## config.mk

```make
export PLATFORM = sky130hd
export DESIGN_NAME = mmc_card_register_interface_top
export DESIGN_NICKNAME = d
export VERILOG_FILES = /design/src/hdl/mmcri_pkg.sv /design/src/hdl/mmcri_front.sv /design/src/hdl/mmcri_queue.sv /design/src/hdl/mmcri_back.sv /design/src/hdl/mmc_card_register_interface_top.sv
export SDC_FILE = /design/constraint.sdc
export NUM_CORES = 2
export LEC_CHECK = 0
export BUFFER_PORTS_ARGS = -buffer_cell sky130_fd_sc_hd__buf_2
export CAP_MARGIN = 30
export CORE_ASPECT_RATIO = 0.9
export CORE_MARGIN = 3
export CORE_UTILIZATION = 50
export DETAILED_ROUTE_END_ITERATION = 7
export PLACE_DENSITY_LB_ADDON = 0.12
export RECOVER_POWER = 25
export SLEW_MARGIN = 10
export SYNTH_ARGS = -nofsm -noshare
export SYNTH_HDL_FRONTEND = slang
export SYNTH_SLANG_ARGS = --single-unit
export TNS_END_PERCENT = 10
```

## constraint.sdc

```tcl
create_clock -name clk_i -period 5.95 [get_ports clk_i]
set_input_delay 1.4875 -clock clk_i [delete_from_list [all_inputs] [get_ports clk_i]]
set_output_delay 1.4875 -clock clk_i [all_outputs]
set_load 0.02 [all_outputs]
```

## src/hdl/mmcri_pkg.sv

```systemverilog
// ----------------------------------------------------------------------------
// MMC card register interface package
// Shared types, command codes and fixed response words.
// ----------------------------------------------------------------------------
package mmcri_pkg;

  localparam int IDX_W       = 5;
  localparam int POS_W       = 41;
  localparam int QUEUE_DEPTH = 2;

  // configuration register indexes
  localparam logic [1:0] CFG_CARD_SIZE   = 2'd0;
  localparam logic [1:0] CFG_READ_BL_LEN = 2'd1;
  localparam logic [1:0] CFG_SECTOR_CNT  = 2'd2;

  // MMC command indexes
  localparam logic [5:0] MMC_GO_IDLE       = 6'd0;
  localparam logic [5:0] MMC_OP_COND       = 6'd1;
  localparam logic [5:0] MMC_GET_CID       = 6'd2;
  localparam logic [5:0] MMC_SET_RCA       = 6'd3;
  localparam logic [5:0] MMC_SLEEP_AWAKE   = 6'd5;
  localparam logic [5:0] MMC_SEL_CARD      = 6'd7;
  localparam logic [5:0] MMC_GET_EXT_CSD   = 6'd8;
  localparam logic [5:0] MMC_GET_CSD       = 6'd9;
  localparam logic [5:0] MMC_STOP_TRANS    = 6'd12;
  localparam logic [5:0] MMC_GET_STATUS    = 6'd13;
  localparam logic [5:0] MMC_READ_MULTI    = 6'd18;
  localparam logic [5:0] MMC_SET_BLK_COUNT = 6'd23;
  localparam logic [5:0] MMC_WRITE_MULTI   = 6'd25;
  localparam logic [5:0] MMC_IO_RW_DIRECT  = 6'd52;
  localparam logic [5:0] MMC_APP_PREFIX    = 6'd55;

  // fixed response words
  localparam logic [31:0] OCR_WORD   = 32'h80ff8000;
  localparam logic [31:0] CID_WORD0  = 32'h00000001;
  localparam logic [31:0] CID_WORD3  = 32'h15000000;
  localparam logic [31:0] CSD_WORD0  = 32'h92404001;
  localparam logic [31:0] CSD_WORD1  = 32'h124b97e3;
  localparam logic [31:0] CSD_WORD2  = 32'h0f508000;
  localparam logic [31:0] CSD_WORD3  = 32'h9026012a;

  // EXT_CSD byte offsets and contents
  localparam logic [31:0] EXT_OFF_REV     = 32'd192;
  localparam logic [31:0] EXT_OFF_SEC_CNT = 32'd212;
  localparam logic [31:0] EXT_OFF_LAST    = 32'd508;
  localparam logic [31:0] EXT_REV_WORD    = 32'd2;
  localparam logic [31:0] WORD_BYTES      = 32'd4;

  typedef enum logic [1:0] {
    CLS_CMD,
    CLS_QUIET,
    CLS_DATA,
    CLS_BAD
  } cls_e;

  typedef enum logic [3:0] {
    OP_NOP,
    OP_OPCOND,
    OP_CID,
    OP_EXTCSD,
    OP_CSD,
    OP_STATUS,
    OP_RD_MULTI,
    OP_WR_MULTI,
    OP_BAD
  } op_e;

  typedef struct packed {
    logic             wr_acc;
    cls_e             cls;
    logic             in_range;
    logic [IDX_W-1:0] idx;
    logic [31:0]      wdata;
    logic [31:0]      sword;
  } item_t;

  typedef struct packed {
    logic [31:0]      read_data;
    logic             storage_read;
    logic             storage_write;
    logic [POS_W-1:0] storage_address;
    logic [31:0]      storage_write_data;
    logic             error;
  } result_t;

  typedef struct packed {
    logic [11:0] card_size;
    logic [3:0]  read_bl_len;
    logic [31:0] sector_count;
  } cfg_t;

  function automatic op_e mmc_decode(input logic [5:0] code);
    op_e op;
    unique case (code)
      MMC_GO_IDLE, MMC_SET_RCA, MMC_SLEEP_AWAKE, MMC_SEL_CARD,
      MMC_STOP_TRANS, MMC_IO_RW_DIRECT, MMC_APP_PREFIX,
      MMC_SET_BLK_COUNT:  op = OP_NOP;
      MMC_OP_COND:        op = OP_OPCOND;
      MMC_GET_CID:        op = OP_CID;
      MMC_GET_EXT_CSD:    op = OP_EXTCSD;
      MMC_GET_CSD:        op = OP_CSD;
      MMC_GET_STATUS:     op = OP_STATUS;
      MMC_READ_MULTI:     op = OP_RD_MULTI;
      MMC_WRITE_MULTI:    op = OP_WR_MULTI;
      default:            op = OP_BAD;
    endcase
    return op;
  endfunction

endpackage

```

## src/hdl/mmcri_front.sv

```systemverilog
// ----------------------------------------------------------------------------
// MMC card register interface front end
// Accepts register accesses and classifies the offset for the back end.
// ----------------------------------------------------------------------------
module mmcri_front #(
  parameter int REG_WORDS  = 32,
  parameter int CMD_INDEX  = 0,
  parameter int ARG_INDEX  = 1,
  parameter int RESP_INDEX = 4,
  parameter int DATA_INDEX = 16
) (
  input  logic                        in_valid_i,
  output logic                        in_ready_o,
  input  logic                        kind_i,
  input  logic [mmcri_pkg::IDX_W-1:0] reg_index_i,
  input  logic [31:0]                 write_data_i,
  input  logic [31:0]                 storage_word_i,
  input  logic                        queue_full_i,
  output logic                        push_o,
  output mmcri_pkg::item_t            item_o
);
  import mmcri_pkg::*;

  localparam logic [IDX_W-1:0] CMD_IDX   = IDX_W'(CMD_INDEX);
  localparam logic [IDX_W-1:0] ARG_IDX   = IDX_W'(ARG_INDEX);
  localparam logic [IDX_W-1:0] RESP0_IDX = IDX_W'(RESP_INDEX);
  localparam logic [IDX_W-1:0] RESP1_IDX = IDX_W'(RESP_INDEX + 1);
  localparam logic [IDX_W-1:0] RESP2_IDX = IDX_W'(RESP_INDEX + 2);
  localparam logic [IDX_W-1:0] RESP3_IDX = IDX_W'(RESP_INDEX + 3);
  localparam logic [IDX_W-1:0] DATA_IDX  = IDX_W'(DATA_INDEX);

  cls_e cls;

  assign in_ready_o = !queue_full_i;
  assign push_o     = in_valid_i && !queue_full_i;

  // command decode wins over argument and responses, which win over data
  always_comb begin
    priority if (reg_index_i == CMD_IDX) begin
      cls = CLS_CMD;
    end else if (reg_index_i == ARG_IDX || reg_index_i == RESP0_IDX ||
                 reg_index_i == RESP1_IDX || reg_index_i == RESP2_IDX ||
                 reg_index_i == RESP3_IDX) begin
      cls = CLS_QUIET;
    end else if (reg_index_i == DATA_IDX) begin
      cls = CLS_DATA;
    end else begin
      cls = CLS_BAD;
    end
  end

  always_comb begin
    item_o.wr_acc   = kind_i;
    item_o.cls      = cls;
    item_o.in_range = int'(reg_index_i) < REG_WORDS;
    item_o.idx      = reg_index_i;
    item_o.wdata    = write_data_i;
    item_o.sword    = storage_word_i;
  end

endmodule

```

## src/hdl/mmcri_queue.sv

```systemverilog
// ----------------------------------------------------------------------------
// MMC card register interface queue
// Short FIFO of classified accesses between front and back end.
// ----------------------------------------------------------------------------
module mmcri_queue (
  input  logic             clk_i,
  input  logic             rst_ni,
  input  logic             push_i,
  input  mmcri_pkg::item_t item_i,
  output logic             full_o,
  input  logic             pop_i,
  output logic             valid_o,
  output mmcri_pkg::item_t item_o
);
  import mmcri_pkg::*;

  localparam int PTR_W = $clog2(QUEUE_DEPTH);
  localparam int CNT_W = $clog2(QUEUE_DEPTH + 1);

  item_t            mem_q [QUEUE_DEPTH];
  logic [PTR_W-1:0] wr_ptr_q, wr_ptr_d;
  logic [PTR_W-1:0] rd_ptr_q, rd_ptr_d;
  logic [CNT_W-1:0] cnt_q, cnt_d;
  logic             do_push, do_pop;

  assign full_o  = cnt_q == CNT_W'(QUEUE_DEPTH);
  assign valid_o = cnt_q != '0;
  assign item_o  = mem_q[rd_ptr_q];
  assign do_push = push_i && !full_o;
  assign do_pop  = pop_i && valid_o;

  always_comb begin
    wr_ptr_d = do_push ? wr_ptr_q + PTR_W'(1) : wr_ptr_q;
    rd_ptr_d = do_pop ? rd_ptr_q + PTR_W'(1) : rd_ptr_q;
    cnt_d    = cnt_q;
    if (do_push && !do_pop) begin
      cnt_d = cnt_q + CNT_W'(1);
    end else if (do_pop && !do_push) begin
      cnt_d = cnt_q - CNT_W'(1);
    end
  end

  always_ff @(posedge clk_i or negedge rst_ni) begin
    if (!rst_ni) begin
      wr_ptr_q <= '0;
      rd_ptr_q <= '0;
      cnt_q    <= '0;
    end else begin
      wr_ptr_q <= wr_ptr_d;
      rd_ptr_q <= rd_ptr_d;
      cnt_q    <= cnt_d;
    end
  end

  always_ff @(posedge clk_i) begin
    if (do_push) begin
      mem_q[wr_ptr_q] <= item_i;
    end
  end

endmodule

```

## src/hdl/mmcri_back.sv

```systemverilog
// ----------------------------------------------------------------------------
// MMC card register interface back end
// Holds register file and card state, one access per cycle unless stalled.
// ----------------------------------------------------------------------------
module mmcri_back #(
  parameter int REG_WORDS  = 32,
  parameter int CMD_INDEX  = 0,
  parameter int ARG_INDEX  = 1,
  parameter int RESP_INDEX = 4,
  parameter int DATA_INDEX = 16
) (
  input  logic               clk_i,
  input  logic               rst_ni,
  input  mmcri_pkg::cfg_t    cfg_i,
  input  logic               item_valid_i,
  input  mmcri_pkg::item_t   item_i,
  output logic               item_pop_o,
  output logic               out_valid_o,
  input  logic               out_ready_i,
  output mmcri_pkg::result_t result_o
);
  import mmcri_pkg::*;

  localparam int AW        = $clog2(REG_WORDS);
  localparam int AWX       = AW + IDX_W;
  localparam bit CMD_IN    = CMD_INDEX < REG_WORDS;
  localparam bit ARG_IN    = ARG_INDEX < REG_WORDS;
  localparam bit DATA_IN   = DATA_INDEX < REG_WORDS;
  localparam int CMD_SAFE  = CMD_IN ? CMD_INDEX : 0;
  localparam int ARG_SAFE  = ARG_IN ? ARG_INDEX : 0;
  localparam int DATA_SAFE = DATA_IN ? DATA_INDEX : 0;

  logic [31:0]      rf_q [REG_WORDS];
  logic [31:0]      rf_w [REG_WORDS];
  logic [31:0]      rf_d [REG_WORDS];
  logic             ext_q, ext_d;
  logic             wmode_q, wmode_d;
  logic [31:0]      off_q, off_d;
  logic [POS_W-1:0] pos_q, pos_d;
  logic             out_valid_q;
  result_t          res_q, res_d;

  logic [AWX-1:0]   idx_ext;
  logic [AW-1:0]    addr;
  logic [31:0]      cmd_word, arg_word, data_word;
  op_e              op;
  logic [3:0]       resp_we;
  logic [31:0]      resp_val [4];
  logic             data_we;
  logic [31:0]      data_val;
  logic [31:0]      ext_word;
  logic             fire;

  assign idx_ext = AWX'(item_i.idx);
  assign addr    = idx_ext[AW-1:0];

  // register file after the store of a write access
  always_comb begin
    for (int j = 0; j < REG_WORDS; j++) begin
      rf_w[j] = (item_i.wr_acc && item_i.in_range && addr == AW'(j)) ?
                item_i.wdata : rf_q[j];
    end
  end

  assign cmd_word  = CMD_IN  ? rf_w[AW'(CMD_SAFE)]  : '0;
  assign arg_word  = ARG_IN  ? rf_w[AW'(ARG_SAFE)]  : '0;
  assign data_word = DATA_IN ? rf_w[AW'(DATA_SAFE)] : '0;
  assign op        = mmc_decode(cmd_word[5:0]);

  always_comb begin
    priority if (off_q == EXT_OFF_REV) begin
      ext_word = EXT_REV_WORD;
    end else if (off_q == EXT_OFF_SEC_CNT) begin
      ext_word = cfg_i.sector_count;
    end else begin
      ext_word = '0;
    end
  end

  // access handler
  always_comb begin
    resp_we  = '0;
    for (int i = 0; i < 4; i++) begin
      resp_val[i] = '0;
    end
    data_we  = 1'b0;
    data_val = '0;
    ext_d    = ext_q;
    wmode_d  = wmode_q;
    off_d    = off_q;
    pos_d    = pos_q;
    res_d    = '0;
    unique case (item_i.cls)
      CLS_CMD: begin
        unique case (op)
          OP_NOP: begin
          end
          OP_OPCOND: begin
            resp_we[0]  = 1'b1;
            resp_val[0] = OCR_WORD;
          end
          OP_CID: begin
            resp_we     = 4'hf;
            resp_val[0] = CID_WORD0;
            resp_val[3] = CID_WORD3;
          end
          OP_EXTCSD: begin
            ext_d = 1'b1;
            off_d = '0;
          end
          OP_CSD: begin
            resp_we     = 4'hf;
            resp_val[0] = CSD_WORD0;
            resp_val[1] = CSD_WORD1 | {cfg_i.card_size[1:0], 30'b0};
            resp_val[2] = CSD_WORD2 |
                          {12'b0, cfg_i.read_bl_len, 6'b0, cfg_i.card_size[11:2]};
            resp_val[3] = CSD_WORD3;
          end
          OP_STATUS: begin
            resp_we = 4'hf;
          end
          OP_RD_MULTI, OP_WR_MULTI: begin
            off_d   = '0;
            pos_d   = {arg_word, 9'b0};
            wmode_d = op == OP_WR_MULTI;
          end
          OP_BAD: begin
            res_d.error = 1'b1;
          end
          default: begin
            res_d.error = 1'b1;
          end
        endcase
      end
      CLS_QUIET: begin
      end
      CLS_DATA: begin
        if (ext_q) begin
          data_we  = 1'b1;
          data_val = ext_word;
          if (off_q == EXT_OFF_LAST) begin
            ext_d = 1'b0;
          end
        end else begin
          res_d.storage_address = pos_q;
          if (!wmode_q) begin
            data_we            = 1'b1;
            data_val           = item_i.sword;
            res_d.storage_read = 1'b1;
          end else begin
            res_d.storage_write      = 1'b1;
            res_d.storage_write_data = data_word;
          end
          pos_d = pos_q + POS_W'(4);
        end
        off_d = off_q + WORD_BYTES;
      end
      CLS_BAD: begin
        res_d.error = 1'b1;
      end
      default: begin
        res_d.error = 1'b1;
      end
    endcase

    for (int j = 0; j < REG_WORDS; j++) begin
      rf_d[j] = rf_w[j];
      for (int i = 0; i < 4; i++) begin
        if (resp_we[i] && j == RESP_INDEX + i) begin
          rf_d[j] = resp_val[i];
        end
      end
      if (data_we && j == DATA_INDEX) begin
        rf_d[j] = data_val;
      end
    end

    // a read returns the register as the handler left it
    res_d.read_data = (!item_i.wr_acc && item_i.in_range) ? rf_d[addr] : '0;
  end

  assign fire        = item_valid_i && (!out_valid_q || out_ready_i);
  assign item_pop_o  = fire;
  assign out_valid_o = out_valid_q;
  assign result_o    = res_q;

  always_ff @(posedge clk_i or negedge rst_ni) begin
    if (!rst_ni) begin
      for (int j = 0; j < REG_WORDS; j++) begin
        rf_q[j] <= '0;
      end
      ext_q       <= 1'b0;
      wmode_q     <= 1'b0;
      off_q       <= '0;
      pos_q       <= '0;
      out_valid_q <= 1'b0;
    end else begin
      if (fire) begin
        for (int j = 0; j < REG_WORDS; j++) begin
          rf_q[j] <= rf_d[j];
        end
        ext_q   <= ext_d;
        wmode_q <= wmode_d;
        off_q   <= off_d;
        pos_q   <= pos_d;
      end
      out_valid_q <= fire || (out_valid_q && !out_ready_i);
    end
  end

  always_ff @(posedge clk_i) begin
    if (fire) begin
      res_q <= res_d;
    end
  end

endmodule

```

## src/hdl/mmc_card_register_interface_top.sv

```systemverilog
// ----------------------------------------------------------------------------
// MMC card register interface
// Register window of an emulated eMMC card with command and data handling.
// ----------------------------------------------------------------------------
// Each accepted register access gives exactly one result word. A front end
// classifies the register offset and places the access into a two-entry
// queue; the back end runs one access per clock, while the output is not
// stalled, against the register file and card state and parks the result
// in an output register. Sustained rate is one access per cycle while
// out_ready_i is held high, set by the back end that owns all card state;
// an access passes the queue entry, then the back end's output register.
// When the output stalls, two more accesses are taken before in_ready_o
// drops. Configuration writes take effect at once and must be issued while
// no access is in flight. The register file resets to zero; there is no
// clearing pass after reset.
module mmc_card_register_interface_top #(
  parameter int REG_WORDS  = 32,
  parameter int CMD_INDEX  = 0,
  parameter int ARG_INDEX  = 1,
  parameter int RESP_INDEX = 4,
  parameter int DATA_INDEX = 16
) (
  input  logic        clk_i,
  input  logic        rst_ni,
  input  logic        cfg_we_i,
  input  logic [1:0]  cfg_index_i,
  input  logic [31:0] cfg_wdata_i,
  input  logic        in_valid_i,
  output logic        in_ready_o,
  input  logic        kind_i,
  input  logic [4:0]  reg_index_i,
  input  logic [31:0] write_data_i,
  input  logic [31:0] storage_word_i,
  output logic        out_valid_o,
  input  logic        out_ready_i,
  output logic [31:0] read_data_o,
  output logic        storage_read_o,
  output logic        storage_write_o,
  output logic [40:0] storage_address_o,
  output logic [31:0] storage_write_data_o,
  output logic        error_o
);
  import mmcri_pkg::*;

  cfg_t    cfg_q;
  item_t   push_item, head_item;
  logic    push, queue_full, head_valid, pop;
  result_t result;

  always_ff @(posedge clk_i or negedge rst_ni) begin
    if (!rst_ni) begin
      cfg_q.card_size    <= 12'd4095;
      cfg_q.read_bl_len  <= 4'd9;
      cfg_q.sector_count <= 32'd1048576;
    end else if (cfg_we_i) begin
      unique case (cfg_index_i)
        CFG_CARD_SIZE:   cfg_q.card_size    <= cfg_wdata_i[11:0];
        CFG_READ_BL_LEN: cfg_q.read_bl_len  <= cfg_wdata_i[3:0];
        CFG_SECTOR_CNT:  cfg_q.sector_count <= cfg_wdata_i;
        default: begin
        end
      endcase
    end
  end

  mmcri_front #(
    .REG_WORDS  (REG_WORDS),
    .CMD_INDEX  (CMD_INDEX),
    .ARG_INDEX  (ARG_INDEX),
    .RESP_INDEX (RESP_INDEX),
    .DATA_INDEX (DATA_INDEX)
  ) u_front (
    .in_valid_i     (in_valid_i),
    .in_ready_o     (in_ready_o),
    .kind_i         (kind_i),
    .reg_index_i    (reg_index_i),
    .write_data_i   (write_data_i),
    .storage_word_i (storage_word_i),
    .queue_full_i   (queue_full),
    .push_o         (push),
    .item_o         (push_item)
  );

  mmcri_queue u_queue (
    .clk_i   (clk_i),
    .rst_ni  (rst_ni),
    .push_i  (push),
    .item_i  (push_item),
    .full_o  (queue_full),
    .pop_i   (pop),
    .valid_o (head_valid),
    .item_o  (head_item)
  );

  mmcri_back #(
    .REG_WORDS  (REG_WORDS),
    .CMD_INDEX  (CMD_INDEX),
    .ARG_INDEX  (ARG_INDEX),
    .RESP_INDEX (RESP_INDEX),
    .DATA_INDEX (DATA_INDEX)
  ) u_back (
    .clk_i        (clk_i),
    .rst_ni       (rst_ni),
    .cfg_i        (cfg_q),
    .item_valid_i (head_valid),
    .item_i       (head_item),
    .item_pop_o   (pop),
    .out_valid_o  (out_valid_o),
    .out_ready_i  (out_ready_i),
    .result_o     (result)
  );

  assign read_data_o          = result.read_data;
  assign storage_read_o       = result.storage_read;
  assign storage_write_o      = result.storage_write;
  assign storage_address_o    = result.storage_address;
  assign storage_write_data_o = result.storage_write_data;
  assign error_o              = result.error;

`ifndef SYNTHESIS
  // a word moves in one direction only
  assert property (@(posedge clk_i) disable iff (!rst_ni)
    out_valid_o |-> !(storage_read_o && storage_write_o))
    else $error("storage read and write in the same result");

  // a rejected access touches no storage
  assert property (@(posedge clk_i) disable iff (!rst_ni)
    (out_valid_o && error_o) |-> (!storage_read_o && !storage_write_o))
    else $error("storage transfer on an error result");

  // address shows only with a transfer
  assert property (@(posedge clk_i) disable iff (!rst_ni)
    (out_valid_o && !storage_read_o && !storage_write_o) |->
      (storage_address_o == '0))
    else $error("storage address without a transfer");

  // queue fills only behind a stalled output
  assert property (@(posedge clk_i) disable iff (!rst_ni)
    $fell(in_ready_o) |-> $past(out_valid_o && !out_ready_i))
    else $error("input stalled while output was free");
`endif

endmodule
```

==> results.toml <==
[timing]
hold_viol = 0
rsz0062_at_grt = "false"
relSlewSlack_pct = -86.64
tns_ns = 0
fmax_mhz = 184.5
skew_ns = 0.02844
slew_viol_final = 395
tightest_slew_ns = 2.800
period_minus_slack_ns = 5.420
finalCritPeriodShare_pct = 91.10
setup_violations = 0

[global_routing]
grt.overflow.total = 0
grt_pass1_wl_mm = 386.9
grt_usage_pct = 39.34
antenna_found_initial = 25
grt_pass1_vias = 54410
grt_max_degree = 139

[worst_setup_path]
cp-start-kind = "flip-flop"
cp.buffers_inverters = 2
crit_chain = "buf_4, or3b_1, and2_4, o21ai_0, a221oi_2, a221oi_2, or2_2, buf_12, nor2_1, a221oi_1, a211oi_1"
path_max_fanout = 34
critPathCaptureType = "flip-flop"
cp.required_ns = 6.47
cpMostUsedCell = "a221oi_2"
criticalPathCategory = "reg -> reg"
critPathMaxStageDelay_ns = 0.68
cp_top_family = "compound AO/OA/AOI/OAI gates"
critPathSlowestCell = "or2_2"
worstPathArrival_ns = 5.94

[clock_tree]
ctsHoldBuffers = 0
cts_buffers = 148
post-cts-setup-buffers = 0
cts_tree = "built"
post_cts_resized = 0
clock_path_buffers = 3
cts_sinks = 1366
clockRootBuffer = "clkbuf_16"
clk_pin_slew_ns = 0.06
clock_latency_ns = 0.80
htree_levels = 4

[power]
p_leak_uw = 0.02999
ir_worst_vdd_mv = 0.3628
cellPowerDensity_nw_per_um2 = 576.3

[run_status]
outcome = "finished with violations"
failed_checks = "design-rule violations, max-capacitance violations, max-slew violations"

[synth]
synthesis.area_sq_um = 65110
synth_seq_cells = 1366
yosysSeqAreaShare_pct = 54.21
synth_edf_count = 218
synthCells = 7078
post_synth_num_cell_types = 93
synth_top_flop_cell = "dfrtp_1"
syn_area_per_cell_sq_um = 9.199
ys_warn_count = 0
async_flop_share_pct = 84.04

[drt]
first_iter_violations = 8009
via_count = 58820
viasPerCell = 6.634
finalWirelength_mm = 268.4
postRouteAntennaNets = 0
drc = 6
wl_per_cell_um = 30.27
first_pass_iters = 8

[place]
gp_congestion = 1.044
io_buffers = 184
numPlacedInstances = 8568
place_hpwl_mm = 176.6

[floorplanning]
rows = 124
start_util_pct = 50.80
die_y_um = 348.3
die_w_um = 386.4
dieArea_sq_um = 134600
core_sq_um = 128200
ios = 219

[min_path]
hp-class = "reg -> reg"

[finish]
final_common_cell = "o21ai_0"
final_cells = 8867
final_cell_mix = "o21ai_0, dfrtp_1, nand2_1, a21oi_1, nor2_1"
final_nets = 7138
postLayoutCoreUtil_pct = 57.43
area_growth_pct = 13.05
drive_gt1_share_pct = 12.25

[run]
cap_viol_max_count = 7
## cell usage after synthesis, drive strengths merged (27+ instances only)
cell	instances	area, sq um
buf	145	822.0
nand2	1123	4218
inv	27	101.4
nor2	471	1768
a221oi	53	483.0
a21oi	572	2874
mux2i	66	660.6
a211oi	50	390.4
nor3	58	295.3
o21ai	1518	7601
edfxtp	218	6546
a22oi	82	629.4
and2	48	300.3
a32oi	49	429.2
nor4	31	200.2
mux2	88	991.0
nand4	44	290.3
a32o	32	320.3
o211ai	50	375.4
a22o	59	516.8
a31oi	37	231.5
a222oi	38	380.4
o22ai	70	437.9
nand3	87	435.4
clkbuf	564	2117
dfrtp	1133	28350
## logic make-up after synthesis
logic type               after synthesis  share of synthesized area, %
AO/OA/AOI/OAI                       2805                         25.17
XOR/XNOR                              38                        0.5112
adder cells (fa/ha/maj)                9                        0.1730
buffers and inverters                738                         4.681
flip-flops                          1366                         54.21
multiplexers                         154                         2.537
other                                  1                      0.005760
AND/OR/NAND/NOR                     1967                         12.72
## final timing paths
kind / start / end / slack, ns / cells after the start
setup / recovery: u_queue.rd_ptr_q$_DFFE_PN0P_ / u_back.result_o[89]$_SDFFCE_PN0P_ / 0.53 / 11
hold / removal: u_back.rf_q[12]$_DFFE_PN0P_ / u_back.rf_q[12]$_DFFE_PN0P_ / 0.47 / 2
setup reg to reg: u_queue.rd_ptr_q$_DFFE_PN0P_ / u_back.result_o[89]$_SDFFCE_PN0P_ / 0.53 / 11
hold reg to reg: u_back.rf_q[12]$_DFFE_PN0P_ / u_back.rf_q[12]$_DFFE_PN0P_ / 0.47 / 2
max in group asynchronous: rst_ni / u_back.rf_q[464]$_DFFE_PN0P_ / 0.90 / 2
min in group asynchronous: rst_ni / u_back.rf_q[80]$_DFFE_PN0P_ / 1.56 / 1
## per-stage QoR
step | setup WS (ns) | hold slack (ns) | instance area [sq um] | power (uW)
global placement | 0.9293 | 0.4519 | 68420 | 31500
floorplan | 0.8149 | 0.4379 | 65230 | 23960
finish | 0.5296 | 0.4736 | 73600 | 42410
global route | 0.3192 | 0.4873 | 73540 | 43920
detailed placement | 0.8021 | 0.4553 | 68560 | 31870
CTS | 0.8165 | 0.4690 | 73660 | 41580
## flip-flops by register name, summed over array words and instances, names as in the netlist
| signal | count |
|---|---|
| u_back.result_o | 74 |
| u_back.out_valid_o | 1 |
| u_back.ext_q | 1 |
| u_back.rf_q | 1024 |
| u_back.wmode_q | 1 |
| u_queue.rd_ptr_q | 1 |
| u_queue.mem_q | 144 |
| u_back.off_q | 30 |
| u_queue.wr_ptr_q | 1 |
| cfg_q | 48 |
| u_back.pos_q | 39 |
| u_queue.cnt_q | 2 |
## worst reg2reg max path: stages (launching register included)
cell      delay [ns]
dfrtp_4         0.66
buf_4           0.37
or3b_1          0.48
and2_4          0.33
o21ai_0         0.56
a221oi_2        0.19
a221oi_2        0.63
or2_2           0.68
buf_12          0.32
nor2_1          0.19
a221oi_1        0.62
a211oi_1        0.11
## cell type report
type | instances | area, sq um
Fill cell | 11370 | 54550
Sequential cell | 1366 | 35300
Multi-Input combinational cell | 5007 | 27650
Clock buffer | 214 | 4402
Timing Repair Buffer | 468 | 3239
Tap cell | 1701 | 2128
Clock inverter | 56 | 706.9
Inverter | 29 | 113.9
Antenna cell | 26 | 65.06
## report_power, final
group          internal, uW  leakage (uW)  switching, uW  total (uW)
clock                  5720       0.00251           4030        9750
sequential            13400        0.0173           2400       15800
combinational          4760        0.0102          12100       16900
total                 23800        0.0300          18600       42400
## per-layer routing
metal  global-route usage (%)  routed length [um]  part of all wire (%)  vias to the layer above
met5                   0.6410                 270                  0.10                        -
met4                    24.67               19420                   7.2                       18
met3                    13.58               32320                    12                      853
met2                    54.75              111600                    42                     3664
met1                    52.41              104800                    39                    28960
li1                         -                   -                     -                    25330
Note: power is estimated with default switching activity, not from simulation.
